===== src/hdl/cv2d_pkg.sv =====
// shared types and codes for the sliding-window 2d convolution block
// no dependencies; compiled first
`default_nettype none
package cv2d_pkg;

	typedef enum logic [0:0] {
		OP_COEF  = 1'b0,
		OP_PIXEL = 1'b1
	} op_t;

	// configuration register indexes
	localparam logic [1:0] CFG_KERNEL_HALF  = 2'd0;
	localparam logic [1:0] CFG_IMAGE_WIDTH  = 2'd1;
	localparam logic [1:0] CFG_IMAGE_HEIGHT = 2'd2;

	localparam int unsigned COEF_IDX_W = 8;

	typedef struct packed {
		op_t                operation;
		logic        [3:0]  coef_row;
		logic        [3:0]  coef_col;
		logic signed [15:0] coef_value;
		logic signed [15:0] pixel;
	} in_item_t;

	typedef struct packed {
		logic        [9:0]  out_row;
		logic        [9:0]  out_col;
		logic signed [39:0] value;
		logic               frame_last;
	} out_item_t;

	typedef struct packed {
		logic [2:0]  kernel_half;
		logic [10:0] image_width;
		logic [10:0] image_height;
	} cfg_t;

	typedef enum logic [0:0] {
		JOB_COEF  = 1'b0,
		JOB_PIXEL = 1'b1
	} job_kind_t;

	// classified request between front and back
	typedef struct packed {
		job_kind_t               kind;
		logic [COEF_IDX_W-1:0]   coef_idx;
		logic signed [15:0]      sample;
	} job_t;

	typedef enum logic [1:0] {
		BK_IDLE,
		BK_RUN,
		BK_DRAIN,
		BK_DONE
	} back_state_t;

endpackage
`default_nettype wire


===== src/hdl/cv2d_queue.sv =====
// two-entry request queue between front and back
// depends on cv2d_pkg
`default_nettype none
module cv2d_queue (
	input  wire logic            clk,
	input  wire logic            arst_n,
	input  wire logic            push,
	input  cv2d_pkg::job_t       push_job,
	output logic                 ready,
	input  wire logic            pop,
	output logic                 valid,
	output cv2d_pkg::job_t       head
);
	import cv2d_pkg::*;

	job_t       ent_q [2];
	logic       wp_q;
	logic       rp_q;
	logic [1:0] cnt_q;

	assign ready = (cnt_q != 2'd2);
	assign valid = (cnt_q != 2'd0);
	assign head  = ent_q[rp_q];

	always_ff @(posedge clk) begin
		if (push) begin
			ent_q[wp_q] <= push_job;
		end
	end

	always_ff @(posedge clk or negedge arst_n) begin
		if (!arst_n) begin
			wp_q  <= 1'b0;
			rp_q  <= 1'b0;
			cnt_q <= 2'd0;
		end else begin
			if (push) wp_q <= ~wp_q;
			if (pop) rp_q <= ~rp_q;
			case ({push, pop})
				2'b10:   cnt_q <= cnt_q + 2'd1;
				2'b01:   cnt_q <= cnt_q - 2'd1;
				default: cnt_q <= cnt_q;
			endcase
		end
	end
endmodule
`default_nettype wire


===== config.mk =====
export PLATFORM = sky130hd
export DESIGN_NAME = cv2d_queue
export DESIGN_NICKNAME = d
export VERILOG_FILES = /design/src/hdl/cv2d_pkg.sv /design/src/hdl/cv2d_queue.sv
export SDC_FILE = /design/constraint.sdc
export NUM_CORES = 1
export LEC_CHECK = 0
export BUFFER_PORTS_ARGS = -buffer_cell sky130_fd_sc_hd__buf_4
export CAP_MARGIN = 10
export CORE_MARGIN = 2
export CORE_UTILIZATION = 47
export CTS_BUF_LIST = sky130_fd_sc_hd__clkbuf_4 sky130_fd_sc_hd__clkbuf_8 sky130_fd_sc_hd__clkbuf_16
export CTS_CLUSTER_SIZE = 10
export DETAILED_ROUTE_END_ITERATION = 8
export PLACE_DENSITY_LB_ADDON = 0.1
export SLEW_MARGIN = 20
export SYNTH_ARGS = -nofsm -noshare
export SYNTH_HDL_FRONTEND = slang
export SYNTH_SLANG_ARGS = --single-unit

===== constraint.sdc =====
create_clock -name clk -period 2.6 [get_ports clk]
set_input_delay 0.26 -clock clk [delete_from_list [all_inputs] [get_ports clk]]
set_output_delay 0.26 -clock clk [all_outputs]
set_load 0.03 [all_outputs]

==> run summary <==
========================================================================================================
Run status                                                                                     completed
Effective utilization at floorplan                                                                 48.4%
Kind of critical path                                                                       flop to output pin
Synthesized cell area                                                                         2090 sq um
Skew final                                                                                       2.89 ps
Number of buffer cells added on primary ports                                                         55
Sequential cell area fraction in the yosys report                                                  76.6%
Placement row count                                                                                   24
Boundary Pins                                                                                         56
Pleak                                                                                            1.08 nW
Share of the clock period used by the worst path after layout                                      67.0%
Antenna Diode Count                                                                                    0
Worst hold path class                                                                       input pin to flop
NumNets Final                                                                                        188
Number of detailed-routing iterations run before antenna repair                                        2
Data required time of the worst path                                                             2340 ps
Layout cells sized above 1                                                                         59.1%
Initial antenna violation count                                                                        0
TritonCTS buffer count                                                                                 5
Synthesized instance count                                                                            94
Final Max Slew Viols                                                                                   0
Clock network latency to the later pin of the worst-skew pair                                     290 ps
Deepest clock path buffer count                                                                        2
Element type at the critical path end                                                         output pin
Number of setup violations in the final report                                                         0
Post-detail-place hpwl                                                                           2220 um
Avg WL per Cell                                                                                  15.1 um
Routed wire length                                                                               3180 um
Finished Core Util                                                                                 61.9%
Total number of vias                                                                               1,009
Residual DRC                                                                                           0
Commonest non-fill, non-tap cell in the layout                                              sky130_fd_sc_hd__buf_4
Post-CTS clock slew at the launch and capture registers of the worst setup and hold paths          90 ps
Starting DRC count in detailed routing                                                                37
Worst Max-Slew Pin Slew                                                                           375 ps
Setup repair after global routing missed its margin                                                   no
Most used cells in the layout excluding fill and tap cells                                  sky130_fd_sc_hd__buf_4 (59), sky130_fd_sc_hd__edfxtp_1 (50), sky130_fd_sc_hd__mux2_4 (19)
Achievable frequency                                                                           0.574 GHz
Maximum number of pins on one net before global-route repair                                          26
Setup Total Neg Slack                                                                               0 ps
Horizontal extent of the die                                                                     70.7 um
Via/cell ratio                                                                                      4.78
Area of the die                                                                               5000 sq um
CTS tree                                                                                            done
Power density relative to cell area                                                         1130 nW/um^2
Count of yosys warnings during synthesis                                                               0
Aggregate global-route resource usage                                                              13.5%
Buffers inserted by post-CTS timing repair                                                             0
Peak fanout along the critical path                                                                   17
Via count of the first global-routing pass                                                         1,033
Die height                                                                                       70.7 um
Startpoint kind of the worst setup timing path                                                      flop
First-pass GRT wire length                                                                       4970 um
Placer congestion estimate                                                                         0.643
Arrival @ worst endpoint                                                                         1480 ps
Clock Tree Root                                                                             sky130_fd_sc_hd__clkbuf_8
Overall overflow remaining after global route                                                          0
Reported max-cap violation count                                                                       0
Synthesized Nets                                                                                     124
Number of levels in the clock H-tree                                                                   2
Final count of hold timing violations                                                                  0
Relative slew margins                                                                              75.0%
Worst voltage drop across the vdd grid                                                            568 uV
Post-synthesis area per instance                                                              22.3 sq um
Area added between synthesis and finish                                                            27.9%
Std-Cell Core Area                                                                            4320 sq um
Number of antenna-violating nets in the routed design                                                  0
Post-route minimum period                                                                        1740 ps
Distinct cell type count after synthesis                                                              14
Number of clock sinks                                                                                 54
Flip-flop and latch count after synthesis                                                             54
========================================================================================================
==> cells in the mapped netlist, drive strengths merged <==
library cell / count / area (sq um)
edfxtp: 50 / 1500
mux2: 25 / 353
dfrtp: 4 / 100
buf: 3 / 51.3
xor2: 3 / 26.3
nor2: 2 / 7.51
xnor2: 2 / 17.5
and2: 1 / 6.26
ha: 1 / 12.5
inv: 1 / 3.75
nand2b: 1 / 6.26
or2: 1 / 6.26
==> logic make-up (layout without fill, tap and decap cells) <==
family | count (synthesis) | in the layout | share of synthesized area, %
adders and majority gates | 1 | 1 | 0.598
DFF | 54 | 54 | 76.6
buffers and inverters | 4 | 69 | 2.63
muxes | 25 | 25 | 16.9
xor gates and xnor gates | 5 | 5 | 2.09
and+or+nand+nor | 5 | 5 | 1.26
==> worst max-delay path, cell delays in order (launching register included) <==
cell and delay (ps):
sky130_fd_sc_hd__dfrtp_1 350, sky130_fd_sc_hd__buf_4 290, sky130_fd_sc_hd__mux2_2 380, sky130_fd_sc_hd__buf_4 170
==> path summary, 6_finish.rpt <==
kind	start	slack (ps)	endpoint	cells after the start
worst max-delay path	rp_q	860	head[23]	3
worst min-delay path	pop	140	rp_q	2
worst max register to register	wp_q	1160	ent_q[1][9]	2
worst min register to register	cnt_q[1]	520	cnt_q[1]	1
max in group asynchronous	arst_n	2210	wp_q	2
min in group asynchronous	arst_n	290	rp_q	2
==> power by group <==
group          internal [mW]  total [mW]  switching (mW)
Clock                  0.297       0.543           0.245
Combinational          0.565        1.26           0.697
Sequential              1.16        1.22          0.0638
Total                   2.02        3.03            1.01
==> per-layer routing <==
metal,track usage [%],vias to the layer above,wire (um)
met5,0,-,0
met4,5.66,0,53
met3,4.84,6,162
met2,22.7,32,1730
met1,15.7,488,1230
li1,-,483,-
==> metrics by stage <==
stage | area [sq um] | power, mW | cells | hold slack [ps] | worst slack (ps)
after floorplan | 2090 | 2.18 | 94 | -35.6 | 723
after global routing | 2680 | 3.16 | 211 | 118 | 770
after global placement | 2550 | 2.50 | 202 | 59.1 | 1150
after detailed placement | 2550 | 2.52 | 202 | 60.8 | 1150
final | 2680 | 3.03 | 211 | 136 | 857
after CTS | 2680 | 3.07 | 211 | 127 | 825
==> state kept, by name (all words and copies together) (netlist names) <==
name and count:
ent_q 50, rp_q 1, cnt_q 2, wp_q 1
==> cell type report <==
| class | instances | area, sq um |
|---|---|---|
| Inverter | 1 | 3.75 |
| Multi-Input combinational cell | 36 | 438 |
| Clock inverter | 2 | 37.5 |
| Timing Repair Buffer | 60 | 453 |
| Tap cell | 52 | 65.1 |
| Sequential cell | 54 | 1600 |
| Clock buffer | 6 | 76.3 |
| Fill cell | 331 | 1650 |
==> what timing repair did <==
| item | 4_1_cts | 5_1_grt |
|---|---|---|
| setup endpoints to repair | 0 | 0 |
| resized for setup | 0 | 0 |
| hold buffers | 1 | 0 |
| endpoints found under the hold margin | 4 | 0 |
No activity file was read; power rests on OpenSTA's default activity.
