`config.mk`:
```
export PLATFORM = sky130hd
export DESIGN_NAME = cv2d_front_flat
export DESIGN_NICKNAME = d
export VERILOG_FILES = /design/src/hdl/cv2d_pkg.sv /design/src/hdl/cv2d_if.sv /design/src/hdl/cv2d_front.sv /design/src/flat_wrapper.sv
export SDC_FILE = /design/constraint.sdc
export NUM_CORES = 1
export LEC_CHECK = 0
export ABC_AREA = 1
export ABC_CLOCK_PERIOD_IN_PS = 3820
export BUFFER_PORTS_ARGS = -buffer_cell sky130_fd_sc_hd__clkbuf_2
export CAP_MARGIN = 15
export CORE_ASPECT_RATIO = 1.5
export CORE_MARGIN = 2
export CORE_UTILIZATION = 40
export DETAILED_ROUTE_END_ITERATION = 12
export PLACE_DENSITY = 0.76
export SETUP_SLACK_MARGIN = 0.15
export SLEW_MARGIN = 20
export SYNTH_ARGS = -nofsm -noshare
export SYNTH_HDL_FRONTEND = slang
export SYNTH_SLANG_ARGS = --single-unit
```
`constraint.sdc`:
```
create_clock -name clk -period 3.82 [get_ports clk]
set_clock_uncertainty 0.05 [all_clocks]
set_input_delay 0.573 -clock clk [delete_from_list [all_inputs] [get_ports clk]]
set_output_delay 0.573 -clock clk [all_outputs]
set_load 0.01 [all_outputs]
```
`src/hdl/cv2d_pkg.sv`:
```
// shared types and codes for the sliding-window 2d convolution block
// no dependencies; compiled first
`default_nettype none
package cv2d_pkg;

	typedef enum logic [0:0] {
		OP_COEF  = 1'b0,
		OP_PIXEL = 1'b1
	} op_t;

	// configuration register indexes
	localparam logic [1:0] CFG_KERNEL_HALF  = 2'd0;
	localparam logic [1:0] CFG_IMAGE_WIDTH  = 2'd1;
	localparam logic [1:0] CFG_IMAGE_HEIGHT = 2'd2;

	localparam int unsigned COEF_IDX_W = 8;

	typedef struct packed {
		op_t                operation;
		logic        [3:0]  coef_row;
		logic        [3:0]  coef_col;
		logic signed [15:0] coef_value;
		logic signed [15:0] pixel;
	} in_item_t;

	typedef struct packed {
		logic        [9:0]  out_row;
		logic        [9:0]  out_col;
		logic signed [39:0] value;
		logic               frame_last;
	} out_item_t;

	typedef struct packed {
		logic [2:0]  kernel_half;
		logic [10:0] image_width;
		logic [10:0] image_height;
	} cfg_t;

	typedef enum logic [0:0] {
		JOB_COEF  = 1'b0,
		JOB_PIXEL = 1'b1
	} job_kind_t;

	// classified request between front and back
	typedef struct packed {
		job_kind_t               kind;
		logic [COEF_IDX_W-1:0]   coef_idx;
		logic signed [15:0]      sample;
	} job_t;

	typedef enum logic [1:0] {
		BK_IDLE,
		BK_RUN,
		BK_DRAIN,
		BK_DONE
	} back_state_t;

endpackage
`default_nettype wire

```
`src/hdl/cv2d_if.sv`:
```
// valid/ready channel interfaces: pixel/coefficient input, result output, configuration
// depends on cv2d_pkg
`default_nettype none
interface cv2d_in_if;
	logic               valid;
	logic               ready;
	cv2d_pkg::in_item_t item;
	modport source (output valid, output item, input ready);
	modport sink (input valid, input item, output ready);
endinterface


interface cv2d_cfg_if;
	logic        valid;
	logic        ready;
	logic [1:0]  index;
	logic [10:0] wdata;
	modport source (output valid, output index, output wdata, input ready);
	modport sink (input valid, input index, input wdata, output ready);
endinterface
`default_nettype wire

```
`src/hdl/cv2d_front.sv`:
```
// front end: configuration registers, request intake and classification
// depends on cv2d_pkg and cv2d_if
`default_nettype none
module cv2d_front #(
	parameter int unsigned MAX_KERNEL_SIZE = 9
) (
	input  wire logic            clk,
	input  wire logic            arst_n,
	cv2d_in_if.sink              pix_in,
	cv2d_cfg_if.sink             cfg,
	input  wire logic            q_ready,
	output logic                 q_push,
	output cv2d_pkg::job_t       q_job,
	output cv2d_pkg::cfg_t       cfg_regs
);
	import cv2d_pkg::*;

	cfg_t cfg_q;
	logic coef_ok;
	logic accept;

	assign cfg.ready = 1'b1;

	always_ff @(posedge clk or negedge arst_n) begin
		if (!arst_n) begin
			cfg_q.kernel_half  <= 3'd1;
			cfg_q.image_width  <= 11'd1024;
			cfg_q.image_height <= 11'd1024;
		end else if (cfg.valid) begin
			case (cfg.index)
				CFG_KERNEL_HALF:  cfg_q.kernel_half  <= cfg.wdata[2:0];
				CFG_IMAGE_WIDTH:  cfg_q.image_width  <= cfg.wdata;
				CFG_IMAGE_HEIGHT: cfg_q.image_height <= cfg.wdata;
				default: ;
			endcase
		end
	end

	assign cfg_regs = cfg_q;

	assign pix_in.ready = q_ready;
	assign accept = pix_in.valid && q_ready;
	assign coef_ok = (32'(pix_in.item.coef_row) < MAX_KERNEL_SIZE)
		&& (32'(pix_in.item.coef_col) < MAX_KERNEL_SIZE);

	// out-of-range coefficient loads are taken and dropped here
	assign q_push = accept && ((pix_in.item.operation == OP_PIXEL) || coef_ok);

	always_comb begin
		q_job.kind     = (pix_in.item.operation == OP_PIXEL) ? JOB_PIXEL : JOB_COEF;
		q_job.coef_idx = COEF_IDX_W'(32'(pix_in.item.coef_row) * MAX_KERNEL_SIZE
			+ 32'(pix_in.item.coef_col));
		q_job.sample   = (pix_in.item.operation == OP_PIXEL) ? pix_in.item.pixel
			: pix_in.item.coef_value;
	end
endmodule
`default_nettype wire

```
`src/flat_wrapper.sv`:
```
// flat-port wrapper written by rule: the top's interface ports become plain ports
module cv2d_front_flat import cv2d_pkg::*;
#(
	parameter int unsigned MAX_KERNEL_SIZE = 9
)
  (clk, arst_n, q_ready, q_push, q_job, cfg_regs, pix_in_valid, pix_in_item, pix_in_ready, cfg_valid, cfg_index, cfg_wdata, cfg_ready);
  cv2d_in_if pix_in_i ();
  cv2d_cfg_if cfg_i ();
  input  wire logic clk;
  input  wire logic arst_n;
  input  wire logic q_ready;
  output logic q_push;
  output cv2d_pkg::job_t q_job;
  output cv2d_pkg::cfg_t cfg_regs;
  input wire logic [$bits(pix_in_i.valid)-1:0] pix_in_valid;
  input wire logic [$bits(pix_in_i.item)-1:0] pix_in_item;
  output wire logic [$bits(pix_in_i.ready)-1:0] pix_in_ready;
  input wire logic [$bits(cfg_i.valid)-1:0] cfg_valid;
  input wire logic [$bits(cfg_i.index)-1:0] cfg_index;
  input wire logic [$bits(cfg_i.wdata)-1:0] cfg_wdata;
  output wire logic [$bits(cfg_i.ready)-1:0] cfg_ready;
  assign pix_in_i.valid = pix_in_valid;
  assign pix_in_i.item = pix_in_item;
  assign pix_in_ready = pix_in_i.ready;
  assign cfg_i.valid = cfg_valid;
  assign cfg_i.index = cfg_index;
  assign cfg_i.wdata = cfg_wdata;
  assign cfg_ready = cfg_i.ready;
  cv2d_front #(.MAX_KERNEL_SIZE(MAX_KERNEL_SIZE)) u_core (.clk(clk), .arst_n(arst_n), .pix_in(pix_in_i), .cfg(cfg_i), .q_ready(q_ready), .q_push(q_push), .q_job(q_job), .cfg_regs(cfg_regs));
endmodule
```
==> results of run 1 <==
==> logic make-up after synthesis <==
kind of cell | count (synthesis)
AO/OA/AOI/OAI | 29
XOR/XNOR | 3
adder cells (fa/ha/maj) | 12
buffers and inverters | 36
flip-flops | 25
other | 1
AND/OR/NAND/NOR | 100
==> placed cells by master, fill, tap and decap left out <==
| master | count |
|---|---|
| ha_1 | 11 |
| o211ai_1 | 1 |
| clkbuf_8 | 3 |
| o21ai_0 | 3 |
| o21ai_2 | 22 |
| inv_4 | 1 |
| conb_1 | 1 |
| xor2_1 | 1 |
| nor2_1 | 3 |
| a21oi_1 | 3 |
| xnor2_1 | 2 |
| clkinvlp_4 | 1 |
| nand4_1 | 1 |
| nand2_1 | 90 |
| dfstp_2 | 3 |
| nand3_2 | 2 |
| nand3_1 | 4 |
| inv_1 | 25 |
| clkbuf_2 | 110 |
| fa_1 | 1 |
| dfrtp_1 | 22 |
==> layout make-up <==
cell class,count,area (um2),share of cell area
multi-input cells,145,813,0.370
flip-flops and latches,25,629,0.286
repair buffers,110,551,0.250
inverters,26,100,0.0455
well taps,45,56.3,0.0256
clock buffers,3,41.3,0.0188
clock inverters,1,7.51,0.00341
==> report_power, final <==
group	internal (mW)	switching (mW)	total, mW
sequential	0.310	0.0241	0.334
combinational	0.124	0.159	0.283
clock	0.0741	0.0867	0.161
==> final timing paths <==
path | endpoint | startpoint | cells past startpoint | slack [ps]
min reg2reg | u_core.cfg_regs[19] | u_core.cfg_regs[19] | 2 | 440
min | u_core.cfg_regs[19] | arst_n | 1 | 240
max reg2reg | u_core.cfg_regs[21] | u_core.cfg_regs[21] | 2 | 3020
min in group clk | u_core.cfg_regs[19] | u_core.cfg_regs[19] | 2 | 440
max | q_job[21] | pix_in_item[39] | 8 | 1010
max in group asynchronous | u_core.cfg_regs[9] | arst_n | 1 | 3080
==> routing by layer <==
layer  share of wire  wire [um]  track usage  vias up
met1            0.37       1420        0.159      670
li1                -          -            -      839
met2            0.50       1950        0.329       90
met3            0.11        424       0.0421        7
met4           0.019         75       0.0738        0
met5               0          0            0        -
==> through the flow <==
step / cell area (um2) / util / hold WS, ps / cells
floorplan: 1630 / - / 227 / 206
global placement: 2150 / 0.548 / 416 / 351
detailed placement: 2150 / 0.548 / 421 / 351
CTS: 2200 / 0.560 / 262 / 355
global route: 2200 / 0.560 / 284 / 355
finish: 2200 / 0.560 / 236 / 355
==> metrics.txt, run 1 <==
Power per Cell Area 354 nW/um2; #FFs+latches synth 25; clock insertion delay at the later pin of the skew report 280 ps; io pins 112; final setup vio count 0; startpoint-to-endpoint class of the critical path in2out; synthesized netlist net count 277; net count reported at finish 382; number of enable-type register cells in the synthesized netlist 0; relative area change from synthesis to final layout 34.6%; worst-case setup margin in the final layout 1010 ps; total of warnings raised by yosys 0; WL final 3870 um; number of buffers inserted during clock tree synthesis 3; critical path's most frequent cell ha_1; Antenna diodes 0; Slowest-stage cell, CP ha_1; proportion of netlist area held by the largest area contributor 0.337; IR Drop Worst-Case VDD 0.330 mV; standard-cell rows 28; Netlist cell types 20; Syn Area/Cell 7.93 um2; most frequently used cell type in the post-synthesis netlist nand2_1; number of hold buffers added after CTS 0; number of sinks handled by clock tree synthesis 25; worst endpoint required time 3200 ps; full die area 4620 um2; multiplexer share of the synthesized area 0; simple-gate share of the synthesized area 0.242; average via count per standard cell 4.52; global-route wire length before repair 6140 um; accumulated negative setup slack 0 ps; run status completed; data arrival at the endpoint of the critical path 2180 ps; Antenna Nets Post-Route 0; upper clock frequency limit 0.356 GHz; top cells by instance count after synthesis nand2_1, inv_1, dfrtp_1, o21ai_2, ha_1; max reg flops 25; worst path cell trace clkbuf_2 > ha_1 > ha_1 > ha_1 > a21oi_1 > nand2_1 > xor2_1 > clkbuf_2; core box area 3920 um2; via count of the routed design 1606; TritonCTS clock tree built; Slew HR 0.594; Post-Synth Adder-Cell Area 0.0966; Syn Inst Count 206; initial antenna violation count 0; top cell family by delay on the critical path adder cells; fill cell total of the finished layout 392; sequential element share of the synthesized area 0.385; startpoint type of the worst setup path input port; delay of the slowest cell on the worst path 370 ps; Post-CTS Setup Bufs 0; die extent in x 56.2 um; Syn Std Cell Area 1630 um2; global-route usage over all layers 0.166; Port Buffer Count 110; maximum number of pins on one net before global-route repair 26; Pins Over Slew Limit 0; DR pass1 iterations 3; Final Hold Viols 0; most area-hungry cell type in the Yosys netlist dfrtp_1; number of global-route vias before repair 1500; Power, Total 0.778 mW; CP endpoint kind output port; CP Buf/Inv Count 2; final period utilization 0.735; Post-Synth XOR/XNOR Area 0.0161; die outline height 82.3 um; clock slew seen by the registers of the worst setup and hold paths 90 ps; initial drt markers 40; most used flip-flop cell after synthesis dfrtp_1; final critical path time including I/O delays and setup 2810 ps; dpl hpwl 3300 um; ranking of synthesized cells by area dfrtp_1, nand2_1, o21ai_2; maximum fanout along the worst path 6; deepest level of the CTS H-tree 1; share of the synthesized area in compound gates (AO/OA/AOI/OAI) 0.141; Pleak 1.37 nW; detail-routed net length per standard cell 10.9 um; setup repair after global routing missed its margin false; quantity of gates resized following cts 0; async set-or-reset flop fraction in the synthesized netlist 1.00; slew of the pin with the lowest slew margin 609 ps; number of max-capacitance violations reported 0; DR DRC count 0; Initial Utilization 0.416; type of the worst min-delay path in2async; clock tree root buffer cell clkbuf_8; routability-driven placement congestion ratio 0.846; largest buffer count on any clock path 2; Place WS 1020 ps; remaining global-route overflow 0; share of cells above drive strength 1 0.458; combinational family with the most area after synthesis simple AND/OR/NAND/NOR gates
(Power assumes the default switching activity.)
==> run 2: changes to the inputs <==
Settings changed: ABC_CLOCK_PERIOD_IN_PS 3820 to 2600.
Clock period 3.82 ns to 2.6 ns, I/O delays scaled along.
==> run 2 against run 1 <==
  * Clock power rose by 42%
  * Cell area up 0.85%
  * Non-clock buffer count unchanged
  * Wire length is 1.2% higher
  * Global-route usage grew 0.17 points
  * Critical endpoint unchanged
  * Register-to-register slack got worse by 1200 ps
  * Critical path depth is the same
  * Sequential power grew 47%
==> metrics.txt, run 2 (same netlist as run 1, synthesis figures left out) <==
DR DRC count 0; deepest level of the CTS H-tree 1; core box area 3920 um2; dpl hpwl 3280 um; final period utilization 0.910; initial drt markers 57; fill cell total of the finished layout 399; initial antenna violation count 0; slew of the pin with the lowest slew margin 609 ps; FF-to-FF setup slack 1790 ps; clock slew seen by the registers of the worst setup and hold paths 90 ps; maximum fanout along the worst path 6; startpoint-to-endpoint class of the critical path in2out; Pins Over Slew Limit 0; launch point of the critical path pix_in_item[39]; Initial Utilization 0.416; average via count per standard cell 4.58; detail-routed net length per standard cell 11.0 um; final setup vio count 0; global-route usage over all layers 0.168; highest-count cells in the layout ignoring fill and taps clkbuf_2, nand2_1, inv_1; top cell family by delay on the critical path adder cells; Antenna diodes 0; type of the worst min-delay path in2async; Pleak 1.38 nW; share of cells above drive strength 1 0.471; number of global-route vias before repair 1522; source of the worst register-to-register timing path u_core.cfg_regs[21]; Stages on worst setup path 8; hold slack final 59.3 ps; CP endpoint kind output port; worst-case setup margin in the final layout 235 ps; standard-cell rows 28; Slowest-stage cell, CP ha_1; io pins 112; run status completed; path depth of the worst reg2reg path 2; die extent in x 56.2 um; WL final 3910 um; worst endpoint required time 2160 ps; startpoint type of the worst setup path input port; Port Buffer Count 110; final critical path time including I/O delays and setup 2360 ps; Power per Cell Area 517 nW/um2; die outline height 82.3 um; net count reported at finish 382; via count of the routed design 1626; Antenna Nets Post-Route 0; data arrival at the endpoint of the critical path 1920 ps; number of max-capacitance violations reported 0; TritonCTS clock tree built; number of buffers inserted during clock tree synthesis 3; routability-driven placement congestion ratio 0.846; endpoint of the worst-slack reg-to-reg timing path u_core.cfg_regs[21]; delay of the slowest cell on the worst path 320 ps; largest buffer count on any clock path 2; global-route wire length before repair 6210 um; Final Hold Viols 0; setup repair after global routing missed its margin false; Worst Setup EP q_job[21]; full die area 4620 um2; most common library cell in the layout ignoring fill and taps clkbuf_2; clock tree root buffer cell clkbuf_8; clock insertion delay at the later pin of the skew report 270 ps; number of hold buffers added after CTS 0; DR pass1 iterations 4; Place WS 162 ps; CP Buf/Inv Count 2; accumulated negative setup slack 0 ps; upper clock frequency limit 0.423 GHz; Slew HR 0.594; IR Drop Worst-Case VDD 0.457 mV; critical path's most frequent cell ha_1; maximum number of pins on one net before global-route repair 26; relative area change from synthesis to final layout 35.8%; worst path cell trace clkbuf_2 > ha_1 > ha_1 > ha_4 > nand3_1 > nand2_1 > xor2_1 > buf_2; max reg flops 25; remaining global-route overflow 0; number of sinks handled by clock tree synthesis 25
[run 2: changes by cell type in the layout (fill, tap and decap cells not counted)]
cell,before,now
a21oi_1,3,2
a21oi_2,0,1
buf_2,0,1
clkbuf_2,110,109
clkinv_2,0,1
clkinvlp_4,1,0
fa_1,1,0
fa_2,0,1
ha_1,11,9
ha_2,0,1
ha_4,0,1
[run 2: worst min-delay path by stage]
stage | startpoint | end | slack [ps] | cells past startpoint
6_report | arst_n | u_core.cfg_regs[19] | 60 | 1
5_1_grt | arst_n | u_core.cfg_regs[13] | 110 | 1
4_1_cts | arst_n | u_core.cfg_regs[19] | 80 | 1
3_5_place_dp | arst_n | u_core.cfg_regs[19] | 380 | 1
3_3_place_gp | arst_n | u_core.cfg_regs[19] | 380 | 1
2_1_floorplan | arst_n | u_core.cfg_regs[0] | 40 | 0
[run 2: repair_timing]
item,CTS,global route
resized for setup,0,5
setup buffers,0,0
endpoints found under the setup margin,0,3
[run 2: cell type report]
| class | count | area [um2] | share of cell area |
|---|---|---|---|
| Multi-Input combinational cell | 145 | 835 | 0.376 |
| Sequential cell | 25 | 629 | 0.284 |
| Timing Repair Buffer | 110 | 551 | 0.248 |
| Inverter | 26 | 100 | 0.0451 |
| Tap cell | 45 | 56.3 | 0.0254 |
| Clock buffer | 3 | 41.3 | 0.0186 |
| Clock inverter | 1 | 5.00 | 0.00226 |
[run 2: stage by stage]
step           instances  cell area (um2)  power [mW]  utilization
4_1_cts              355             2200        1.15        0.560
3_3_place_gp         351             2150       0.912        0.548
5_1_grt              355             2220        1.22        0.565
6_report             355             2220        1.15        0.565
3_5_place_dp         351             2150       0.923        0.548
2_1_floorplan        206             1630       0.737            -
[run 2: routing by layer]
layer / track usage / wire length (um) / vias up
li1: - / - / 839
met1: 0.162 / 1430 / 692
met2: 0.336 / 2020 / 90
met3: 0.0421 / 414 / 5
met4: 0.0643 / 53 / 0
met5: 0 / 0 / -
[run 2: report_power, final]
group | internal [mW] | switching, mW | total (mW)
logic | 0.189 | 0.238 | 0.427
clock network | 0.107 | 0.121 | 0.228
registers | 0.456 | 0.0363 | 0.492
